### config.mk
export PLATFORM = sky130hd
export DESIGN_NAME = csoir_cmd_queue
export DESIGN_NICKNAME = d
export VERILOG_FILES = /design/src/hdl/csoir_pkg.sv /design/src/hdl/csoir_cmd_queue.sv
export VERILOG_INCLUDE_DIRS = /design/src /design/src/hdl
export SDC_FILE = /design/constraint.sdc
export NUM_CORES = 1
export LEC_CHECK = 0
export ABC_CLOCK_PERIOD_IN_PS = 3200
export BUFFER_PORTS_ARGS = -buffer_cell sky130_fd_sc_hd__clkbuf_2
export CAP_MARGIN = 20
export CORE_MARGIN = 2
export CORE_UTILIZATION = 54
export CTS_BUF_LIST = sky130_fd_sc_hd__clkbuf_8
export DETAILED_ROUTE_END_ITERATION = 12
export GPL_TIMING_DRIVEN = 0
export PLACE_DENSITY = 0.88
export SYNTH_ARGS = -nofsm -noshare
export SYNTH_HDL_FRONTEND = slang
export SYNTH_SLANG_ARGS = --single-unit
### constraint.sdc
create_clock -name clock -period 3.2 [get_ports clock]
set_input_delay 0.64 -clock clock [delete_from_list [all_inputs] [get_ports clock]]
set_output_delay 0.64 -clock clock [all_outputs]
set_load 0.005 [all_outputs]
### src/hdl/clamped_second_order_iir_rate_assert.svh
// assertion macros shared by the rate filter modules
`ifndef CLAMPED_SECOND_ORDER_IIR_RATE_ASSERT_SVH
`define CLAMPED_SECOND_ORDER_IIR_RATE_ASSERT_SVH
`ifndef SYNTHESIS
// check a property at every clock edge outside reset
`define CSOIR_ASSERT(label, clk, rst, prop) \
   label: assert property (@(posedge clk) disable iff (rst) (prop)) \
      else $error("csoir assertion failed");
// check a property at every clock edge, reset included
`define CSOIR_ASSERT_ALWAYS(label, clk, prop) \
   label: assert property (@(posedge clk) (prop)) \
      else $error("csoir assertion failed");
`else
`define CSOIR_ASSERT(label, clk, rst, prop)
`define CSOIR_ASSERT_ALWAYS(label, clk, prop)
`endif
`endif

### src/hdl/csoir_pkg.sv
// types, constants and register map of the clamped second-order rate filter
package csoir_pkg;

   // field widths
   localparam int FORCE_W = 16;
   localparam int RATE_W  = 24;
   localparam int COEF_W  = 32;

   // product and accumulator widths
   localparam int FF_PROD_W = COEF_W + FORCE_W;
   localparam int FF_SUM_W  = FF_PROD_W + 2;
   localparam int FB_PROD_W = COEF_W + RATE_W;
   localparam int ACC_W     = FB_PROD_W + 3;
   localparam int FRAC_DROP = 24;
   localparam int Q_W       = ACC_W - FRAC_DROP;

   // configuration port
   localparam int CSR_IDX_W  = 3;
   localparam int CSR_DATA_W = 32;

   localparam logic [CSR_IDX_W-1:0] REG_FF_NOW      = 3'd0;
   localparam logic [CSR_IDX_W-1:0] REG_FF_PREV     = 3'd1;
   localparam logic [CSR_IDX_W-1:0] REG_FF_PPREV    = 3'd2;
   localparam logic [CSR_IDX_W-1:0] REG_FB_PREV     = 3'd3;
   localparam logic [CSR_IDX_W-1:0] REG_FB_PPREV    = 3'd4;
   localparam logic [CSR_IDX_W-1:0] REG_THRESHOLD   = 3'd5;
   localparam logic [CSR_IDX_W-1:0] REG_SATURATION  = 3'd6;
   localparam logic [CSR_IDX_W-1:0] REG_BASELINE    = 3'd7;

   localparam logic signed [FORCE_W-1:0] SATURATION_RESET = 16'sd32767;
   localparam logic signed [RATE_W-1:0]  SATURATED_RATE   = 24'sd25600;
   localparam logic signed [RATE_W-1:0]  RATE_MAX         = 24'sh7fffff;
   localparam logic signed [RATE_W-1:0]  RATE_MIN         = 24'sh800000;

   // rounding bias, half of the dropped fraction
   localparam logic signed [ACC_W-1:0] ROUND_BIAS = ACC_W'(1) <<< (FRAC_DROP - 1);

   // item classes
   localparam int CLS_W = 2;
   localparam logic [CLS_W-1:0] CLS_FILTER   = 2'd0;
   localparam logic [CLS_W-1:0] CLS_SATURATE = 2'd1;
   localparam logic [CLS_W-1:0] CLS_BASELINE = 2'd2;

   // queue depths
   localparam int CMDQ_DEPTH = 2;
   localparam int CMDQ_PTR_W = $clog2(CMDQ_DEPTH);
   localparam int CMDQ_CNT_W = $clog2(CMDQ_DEPTH + 1);
   localparam int OUTQ_DEPTH = 2;
   localparam int OUTQ_PTR_W = $clog2(OUTQ_DEPTH);
   localparam int OUTQ_CNT_W = $clog2(OUTQ_DEPTH + 1);

   // configuration registers
   typedef struct packed {
      logic signed [COEF_W-1:0]  ff_gain_now;
      logic signed [COEF_W-1:0]  ff_gain_prev;
      logic signed [COEF_W-1:0]  ff_gain_pprev;
      logic signed [COEF_W-1:0]  fb_gain_prev;
      logic signed [COEF_W-1:0]  fb_gain_pprev;
      logic signed [FORCE_W-1:0] force_threshold;
      logic signed [FORCE_W-1:0] force_saturation;
      logic signed [RATE_W-1:0]  baseline_rate;
   } cfg_type;

   // classified item from the front to the back
   typedef struct packed {
      logic [CLS_W-1:0]           cls;
      logic signed [FF_SUM_W-1:0] ff_sum;
   } cmd_type;

endpackage

### src/hdl/csoir_cmd_queue.sv
// short queue of classified items between front and back
`include "clamped_second_order_iir_rate_assert.svh"
module csoir_cmd_queue (
   input  logic                 clock,
   input  logic                 reset,
   input  logic                 push,
   input  csoir_pkg::cmd_type   push_data,
   output logic                 full,
   input  logic                 pop,
   output csoir_pkg::cmd_type   pop_data,
   output logic                 empty
);

   csoir_pkg::cmd_type                   mem_ff [csoir_pkg::CMDQ_DEPTH];
   logic [csoir_pkg::CMDQ_PTR_W-1:0]     wr_ptr_ff;
   logic [csoir_pkg::CMDQ_PTR_W-1:0]     wr_ptr_in;
   logic [csoir_pkg::CMDQ_PTR_W-1:0]     rd_ptr_ff;
   logic [csoir_pkg::CMDQ_PTR_W-1:0]     rd_ptr_in;
   logic [csoir_pkg::CMDQ_CNT_W-1:0]     count_ff;
   logic [csoir_pkg::CMDQ_CNT_W-1:0]     count_in;
   logic                                 do_push;
   logic                                 do_pop;

   assign full     = (count_ff == csoir_pkg::CMDQ_CNT_W'(csoir_pkg::CMDQ_DEPTH));
   assign empty    = (count_ff == '0);
   assign do_push  = push && !full;
   assign do_pop   = pop && !empty;
   assign pop_data = mem_ff[rd_ptr_ff];

   // pointer and occupancy update
   always_comb begin
      wr_ptr_in = wr_ptr_ff;
      rd_ptr_in = rd_ptr_ff;
      count_in  = count_ff;
      if (do_push) begin
         wr_ptr_in = (wr_ptr_ff == csoir_pkg::CMDQ_PTR_W'(csoir_pkg::CMDQ_DEPTH - 1))
                   ? '0 : wr_ptr_ff + 1'b1;
      end
      if (do_pop) begin
         rd_ptr_in = (rd_ptr_ff == csoir_pkg::CMDQ_PTR_W'(csoir_pkg::CMDQ_DEPTH - 1))
                   ? '0 : rd_ptr_ff + 1'b1;
      end
      if (do_push && !do_pop) begin
         count_in = count_ff + 1'b1;
      end else if (do_pop && !do_push) begin
         count_in = count_ff - 1'b1;
      end
   end

   always_ff @(posedge clock) begin
      if (reset) begin
         wr_ptr_ff <= '0;
         rd_ptr_ff <= '0;
         count_ff  <= '0;
      end else begin
         wr_ptr_ff <= wr_ptr_in;
         rd_ptr_ff <= rd_ptr_in;
         count_ff  <= count_in;
      end
   end

   // entry storage
   always_ff @(posedge clock) begin
      if (do_push) begin
         mem_ff[wr_ptr_ff] <= push_data;
      end
   end

   `CSOIR_ASSERT(a_cmdq_count_bound, clock, reset,
      count_ff <= csoir_pkg::CMDQ_CNT_W'(csoir_pkg::CMDQ_DEPTH))
   `CSOIR_ASSERT(a_cmdq_empty_ptrs, clock, reset, empty |-> (wr_ptr_ff == rd_ptr_ff))
   `CSOIR_ASSERT(a_cmdq_push_grows, clock, reset,
      (do_push && !do_pop) |=> (count_ff == $past(count_ff) + 1'b1))

endmodule

* Yosys cells after proc, flatten, opt, wreduce, memory -nomap -nowiden *
Memories as Yosys holds them, arrays and structs flattened. A register that Yosys moved wholly into a read port is not among the register bits.
Index checks and enable logic that the tools add are counted.

operators by class
  add/sub/neg operators = 4
  $mul = 0
  divide/modulo/power cells = 0
  magnitude comparators = 0
  equal/unequal tests = 1
  shift-type cells = 0
  mux-type cells = 8
  bitwise gates (word level) = 0
  reduce and logical (&&, ||, !) cells = 10

operators by type and width
  kind                   count
  $mux W1                6
  $logic_and A1 B1 Y1    4
  $logic_not A1 Y1       4
  $mux W2                2
  $add A1 B1 Y1 const B  2
  $add A2 B1 Y2 const B  1
  $eq A2 B2 Y1 const B   1
  $logic_not A2 Y1       1
  $reduce_bool A2 Y1     1
  $sub A2 B1 Y2 const B  1

storage, ports and cells
  register bits after elaboration = 4
  bits in latches = 0
  bits in writable memories = 104
  ROM bits = 0
  output and inout port bits = 54
  memories kept = 1

memory list
  memory  words  bits a word  read ports  clocked after memory_dff  wr ports  line                   text
  mem_ff  2      52           1           1                         1         csoir_cmd_queue.sv:14  csoir_pkg::cmd_type mem_ff [csoir_pkg::CMDQ_DEPTH];

* Depth between registers and ports, before layout *
Gate-level depths: netlist of run 1.

  word-level depth = 7
  gate-level depth with buffers = 6
  gate-level depth less buffers = 6

* Worst setup path after synthesis of run 1 *
Ideal clock, no wire load.

  kind = input to register
  from = input push
  to = memory mem_ff[1][0] (netlist name), enable pin
  setup time = 415 ps
  data arrival time = 2066 ps
  data required time = 2785 ps
  slack = 719 ps
  stages on the path = 3
  cells stage by stage = inv_1 nor2_1 and2_1

on the way
  word-level cells in the longest chain between the ends = 3

RTL lines
  item                           line                   text
  from (decl)                    csoir_cmd_queue.sv:6   input logic push,
  $logic_and A1 B1 Y1            csoir_cmd_queue.sv:26  assign do_push = push && !full;
  named net do_push              csoir_cmd_queue.sv:21  logic do_push;
  $mux W1                        csoir_cmd_queue.sv:64  if (do_push) begin
  $mux W1 (implied by the code)  csoir_cmd_queue.sv:65  mem_ff[wr_ptr_ff] <= push_data;
  to (decl)                      csoir_cmd_queue.sv:14

The timed path passes the listed nets, and every way through them passes these cells.

==> summary.md, run 1 <==
| Metric | Value |
|---|---|
| Sw frac | 0.270 |
| Synth cell types | 13 |
| Ranking of synthesized cells by area | edfxtp_1, mux2_2, dfxtp_1 |
| Setup violators final | 0 |
| Combinational power share | 0.258 |
| Synthesis-to-finish area growth | 22.4% |
| GRT overflow | 0 |
| CTS sink cnt | 109 |
| CTS tree | done |
| WL/cell | 15.7 um |
| Top cell by count, worst path | buf_2 |
| DR iter-0 viols | 77 |
| Hold buffers post-CTS | 0 |
| Mapped Nets | 244 |
| First-pass GRT wire length | about 9600 um |
| Post-synth top area share | 0.789 |
| Pin count of the biggest net entering global routing | 30 |
| Vias per Instance | 4.94 |
| Row cnt | 31 |
| Worst Path Required | 2.56 ns |
| RSZ-0062 raised after global routing | no |
| Max Root-Sink Buffers | 2 |
| IR drop worst, VDD | 0.000522 V |
| Min Clock Period, post-route | 2.24 ns |
| Setup crit end kind | primary output |
| IO Count | 110 |
| Setup Buffers After CTS | 0 |
| DR pass1 iterations | 4 |
| Cell area after synthesis | 0.00396 sq mm |
| Period Utilization, post-route | 0.699 |
| TritonCTS buffer count | 9 |
| Detail Route Antenna Nets | 0 |
| Register area share after synthesis | 0.815 |
| Root Buffer | clkbuf_8 |
| Pwr Density | 718 mW/mm^2 |
| Worst Hold Class | in -> reg |
| Starting Density | 0.551 |
| Crit-path max cell delay | roughly 0.38 ns |
| Via count | approximately 2000 |
| CP max FO | 10 |
| Clock transition at path regs | 0.10 ns |
| Layout fillers | 506 |
| Int Power | 0.00254 W |
| Initial antenna violation count | 0 |
| Routability-driven placement congestion ratio | 0.668 |
| Multi-input gate area | 697 sq um |
| Die height | 89.6 um |
| Vias in the first global route | 2081 |
| YS warnings | 0 |
| GR peak layer | met2 |
| Clock power frac | 0.212 |
| Register area | 0.00322 sq mm |
| Crit-path slowest cell | mux2_2 |
| Total Routing Usage GR | 0.166 |
| Synth area leader | edfxtp_1 |
| Register bit total from synthesis | 109 |
| Type of origin of the critical path | register |
| Switch Pwr | 0.000940 W |
| H-tree depth | 3 |
| Worst reg2reg setup slack | 1.28 ns |
| Layout cells sized above 1 | 0.592 |
| Max cap viols | 0 |
| Number of antenna diodes | 0 |
| Worst reg2reg path depth | 4 |
| Nets@finish | 366 |
| Worst skew pair latency | 0.36 ns |
| Syn Inst Count | 187 |
| Syn_area_per_cell | about 21 sq um |
| Endpoints failing hold | 0 |
| Chip Width | 89.6 um |
| Final core occ | 0.675 |
| Remaining DRCs | 0 |
| Port Buffer Count | 109 |
| Critical-path cell list | buf_2 > buf_2 > mux2_2 > clkbuf_2 |
| Met3 Use GR | 0.0375 |
| Setup TNS | 0 ns |
| Core Area | 0.00718 sq mm |
| Status | completed |
| Final WL | 6460 um |
| Fmax | 447 MHz |
| Worst-Margin Slew | 0.607 ns |
| Critical Path AT | approximately 1.6 ns |
| Reg2reg end | mem_ff[0][22]$_DFFE_PP_ |
| M2 GR Usage | 0.291 |
| Post-cts sizing count | 0 |
| Reg power frac | 0.530 |
| Worst Setup EP | pop_data[18] |
| Routing usage on met1 | 0.193 |
| Leakage | between 1.5 and 2 nW |
| Worst Setup Path Type | reg -> out |
| DP HPWL | 4480 um |
| Die area | 0.00803 sq mm |
| RR Startpoint | count_ff[0]$_SDFFE_PP0P_ |
| Final Max Slew Viols | 0 |
| Max_slew headroom | 0.595 |
| Clock skew | 0.0104 ns |
==> metrics by stage <==
step / cell area [sq um] / setup WS, ns / total power (W) / instances / hold slack [ns]
finish: 4840 / 0.965 / 0.00348 / 413 / 0.458
global route: 4840 / 0.848 / 0.00367 / 413 / 0.441
CTS: 4840 / 0.914 / 0.00352 / 413 / 0.444
detailed placement: 4670 / 0.991 / 0.00279 / 397 / 0.486
global placement: 4630 / 0.0219 / 0.00274 / 395 / 0.467
floorplan: 3960 / 0.719 / 0.00240 / 187 / 0.452
==> sequential cells by signal, indices dropped and copies added, names as in the netlist, named ones only <==
name	flops
count_ff	2
mem_ff	104
rd_ptr_ff	1
wr_ptr_ff	1
==> area by class of cell <==
type	count	share of cell area
sequential	109	0.666
clock inverter	7	0.0103
buffer	6	0.00620
tap	99	0.0256
clock buffer	9	0.0256
inverter	2	0.00155
multi-input combinational	70	0.144
timing repair buffer	111	0.121
==> per-layer routing <==
metal / vias to the layer above / routed length (um)
met3: 11 / 294
met1: 991 / 2560
met4: 0 / 122
li1: 976 / -
met2: 64 / 3490
met5: - / 0
==> cell usage in the layout, fill, tap and decap left out <==
cell / n
dfxtp_1: 5
inv_2: 1
clkbuf_8: 9
xor2_1: 3
inv_1: 2
and2_2: 1
clkbuf_2: 109
inv_6: 3
nor2b_2: 1
or3_1: 2
ha_1: 1
clkinv_1: 1
o21ai_0: 3
nor2_1: 5
edfxtp_1: 104
buf_12: 2
a21oi_1: 2
mux2_2: 52
clkinvlp_4: 1
clkinv_4: 1
buf_2: 6
==> synth_stat cells <==
master	instances
inv_1	2
ha_1	1
dfxtp_1	5
xor2_1	3
buf_2	6
nor2_1	5
a21oi_1	2
nor2b_2	1
edfxtp_1	104
o21ai_0	3
mux2_2	52
and2_1	1
or3_1	2
==> worst min path at each step <==
stage	from	end	slack [ns]	cells past startpoint
6_report	push_data[32]	mem_ff[1][32]$_DFFE_PP_	0.46	1
3_3_place_gp	wr_ptr_ff$_SDFFE_PP0P_	wr_ptr_ff$_SDFFE_PP0P_	0.47	2
3_5_place_dp	rd_ptr_ff$_SDFFE_PP0P_	register	0.49	2
2_1_floorplan	wr_ptr_ff$_SDFFE_PP0P_	wr_ptr_ff$_SDFFE_PP0P_	0.45	2
5_1_grt	push_data[8]	mem_ff[1][8]$_DFFE_PP_	0.44	1
4_1_cts	push_data[32]	mem_ff[1][32]$_DFFE_PP_	0.44	1
==> critical path, delay by kind of cell, from the launching register on <==
family,cells,cell delay (ns)
buffers and inverters,3,0.56
flip-flops,1,0.31
multiplexers,1,0.38
==> cells by family after synthesis <==
group	share of synthesized area
mux	0.148
compound gates	0.00632
flops	0.815
fa+ha+maj	0.00316
xor+xnor	0.00664
buf+inv	0.00949
simple gates	0.0117
==> power by group through the flow <==
stage	Clock (W)	Sequential, W	Combinational, W
floorplan	0	0.00187	0.000528
global placement	0	0.00188	0.000862
detailed placement	0	0.00188	0.000915
CTS	0.000757	0.00185	0.000920
global route	0.000816	0.00186	0.000991
finish	0.000739	0.00184	0.000896
No activity file was read; power rests on OpenSTA's default activity.
==> run 2, diff against run 1 <==
- ABC_CLOCK_PERIOD_IN_PS: 3200 -> 2000
- CORE_UTILIZATION: 54 -> 48
- PLACE_DENSITY: 0.88 -> 0.83
- clock period: 3.2 -> 2 ns (I/O delays scaled with it)
==> summary.md, run 2 (synthesized netlist as in run 1, its figures left out) <==
| Metric | Value |
|---|---|
| Status | completed |
| Combinational power share | 0.251 (-0.007) |
| Reg power frac | 0.503 (-0.027) |
| Layout fillers | 639 (+26%) |
| Int Power | 0.00434 W (+71%) |
| Hold buffers post-CTS | 0 (unchanged) |
| Endpoints failing hold | 0 (unchanged) |
| Commonest non-fill, non-tap cells in the layout | clkbuf_2, edfxtp_1, mux2_2 |
| Met3 Use GR | 0.0463 (+0.00881) |
| Initial antenna violation count | 0 (unchanged) |
| Clock power frac | 0.246 (+0.034) |
| Largest Register | mem_ff |
| Crit-path slowest cell | mux2_2 |
| Clock skew | 0.0133 ns (+0.00289 ns) |
| Sw frac | 0.258 (-0.0119) |
| Layout cells sized above 1 | 0.597 (+0.00447) |
| Setup ws final | 0.0536 ns (-0.911 ns) |
| Fin Hold WS | 0.226 ns (-0.232 ns) |
| Worst Hold Class | in -> reg |
| Die height | 94.8 um (+5.8%) |
| Max cap viols | 0 (unchanged) |
| DP Worst Slack | 0.0440 ns (-0.947 ns) |
| Fmax | 514 MHz |
| Commonest non-fill, non-tap cell in the layout | clkbuf_2 |
| DR iter-0 viols | 54 (-30%) |
| TritonCTS buffer count | 9 (unchanged) |
| Worst Path Required | 1.60 ns (-0.96 ns) |
| Worst Setup Path Type | reg -> out |
| CTS tree | done |
| IR drop worst, VDD | 0.000695 V (+33%) |
| Worst skew pair latency | 0.36 ns (about the same) |
| DP HPWL | 4230 um (-5.6%) |
| Nets@finish | 367 (+0.27%) |
| Vias per Instance | 4.82 (-2.4%) |
| H-tree depth | 3 (unchanged) |
| Synthesis-to-finish area growth | 24.4% |
| Die area | 0.00898 sq mm (+12%) |
| Vias in the first global route | 2038 (-2.1%) |
| Core Area | 0.00809 sq mm (+13%) |
| Chip Width | 94.8 um (+5.8%) |
| IO Count | 110 (unchanged) |
| Crit-path max cell delay | 0.36 ns (-0.02 ns) |
| Number of antenna diodes | 0 (unchanged) |
| M2 GR Usage | 0.246 (-0.0450) |
| Setup crit end kind | primary output |
| CTS sink cnt | 109 (unchanged) |
| Root Buffer | clkbuf_8 |
| Crit path max-delay family | buffers and inverters |
| Routing usage on met1 | 0.167 (-0.0260) |
| RR Startpoint | count_ff[0]$_SDFFE_PP0P_ |
| Hold path start | push_data[43] |
| Final Max Slew Viols | 0 (unchanged) |
| Max_slew headroom | 0.599 (+0.00383) |
| Clock transition at path regs | 0.11 ns (about the same) |
| Critical-path cell list | buf_2 > buf_4 > mux2_2 > clkbuf_2 |
| Total Routing Usage GR | 0.141 (-0.0249) |
| Switch Pwr | 0.00151 W (+61%) |
| Worst-Margin Slew | 0.602 ns (-0.00575 ns) |
| Type of origin of the critical path | register |
| Critical Path AT | 1.55 ns (-0.05 ns) |
| Setup violators final | 0 (unchanged) |
| RSZ-0062 raised after global routing | yes |
| Min Clock Period, post-route | 1.95 ns |
| GR peak layer | met2 |
| Routability-driven placement congestion ratio | 0.663 (-0.81%) |
| WP buf/inv | 3 (unchanged) |
| Leakage | 1.87 nW (+1.1%) |
| Starting Density | 0.489 (-0.0625) |
| GRT overflow | 0 (unchanged) |
| Period Utilization, post-route | 0.973 |
| Via count | 2026 (-0.78%) |
| Row cnt | 33 (+6.5%) |
| Pwr Density | 1190 mW/mm^2 (+66%) |
| First-pass GRT wire length | 9470 um (-1.2%) |
| Remaining DRCs | 0 (unchanged) |
| Pin count of the biggest net entering global routing | 31 (+3.3%) |
| Max FFs per register | 104 (unchanged) |
| Max Root-Sink Buffers | 2 (unchanged) |
| Port Buffer Count | 109 (unchanged) |
| Detail Route Antenna Nets | 0 (unchanged) |
| CP max FO | 10 (unchanged) |
| DR pass1 iterations | 4 (unchanged) |
| Final WL | 6440 um (-0.42%) |
| WL/cell | 15.3 um (-2.1%) |
| Regs by FF count | mem_ff: 104 flops, count_ff: 2 flops |
run 2: cell types whose count changed in the layout (fill, tap and decap cells not counted), moves of 2 or more:
cell	delta
buf_2	-5
bufinv_16	+2
buf_4	+4
inv_6	-2
run 2: layout make-up:
cell class,instances,area [sq um],area share
buffer,6,46.3,0.00941
clock buffer,9,124,0.0252
clock inverter,7,97.6,0.0198
inverter,2,11.3,0.00229
multi-input combinational,70,697,0.142
sequential,109,3220,0.655
tap,105,131,0.0267
timing repair buffer,111,586,0.119
timing repair inverter,1,5.00,0.00102
run 2: metrics by stage:
step	util	std cells	power (W)	setup TNS [ns]	instance area [sq um]
after floorplan	-	187	0.00383	0	3960
after global placement	0.573	401	0.00439	-18.86	4640
after detailed placement	0.578	403	0.00446	0	4680
after CTS	0.606	419	0.00590	-1.16	4900
after global routing	0.608	420	0.00616	-0.910	4920
final	0.608	420	0.00586	0	4920
run 2: power groups by stage:
| stage | sequential [W] | combinational (W) | clock, W |
|---|---|---|---|
| after global placement | 0.00299 | 0.00139 | 0 |
| after CTS | 0.00295 | 0.00148 | 0.00147 |
| after global routing | 0.00297 | 0.00162 | 0.00156 |
| after floorplan | 0.00298 | 0.000851 | 0 |
| final | 0.00294 | 0.00147 | 0.00144 |
| after detailed placement | 0.00300 | 0.00146 | 0 |
run 2: worst paths after layout:
path	cells past startpoint	endpoint	slack (ns)
worst max-delay path	4	pop_data[14]	0.05
worst min register to register	2	wr_ptr_ff$_SDFFE_PP0P_	0.50
worst min-delay path	1	mem_ff[0][43]$_DFFE_PP_	0.23
worst max register to register	4	mem_ff[1][1]$_DFFE_PP_	0.11
run 2: repair_timing:
| action | 4_1_cts | 5_1_grt |
|---|---|---|
| gates resized for setup | 2 | 7 |
| setup buffers | 0 | 0 |
| hold endpoints to repair | 0 | 0 |
| endpoints found under the setup margin | 50 | 77 |
| cloned | 0 | 1 |
run 2: worst register-to-register path, cell delays in order (launching register included):
cell,delay [ns]
dfxtp_1,0.44
nor2b_2,0.09
nor2_1,0.18
and2_2,0.58
buf_12,0.29
run 2: per-layer routing:
layer,share of wire,vias up
met5,0,-
met1,0.41,980
met2,0.52,68
met4,0.0081,0
li1,-,974
met3,0.060,4
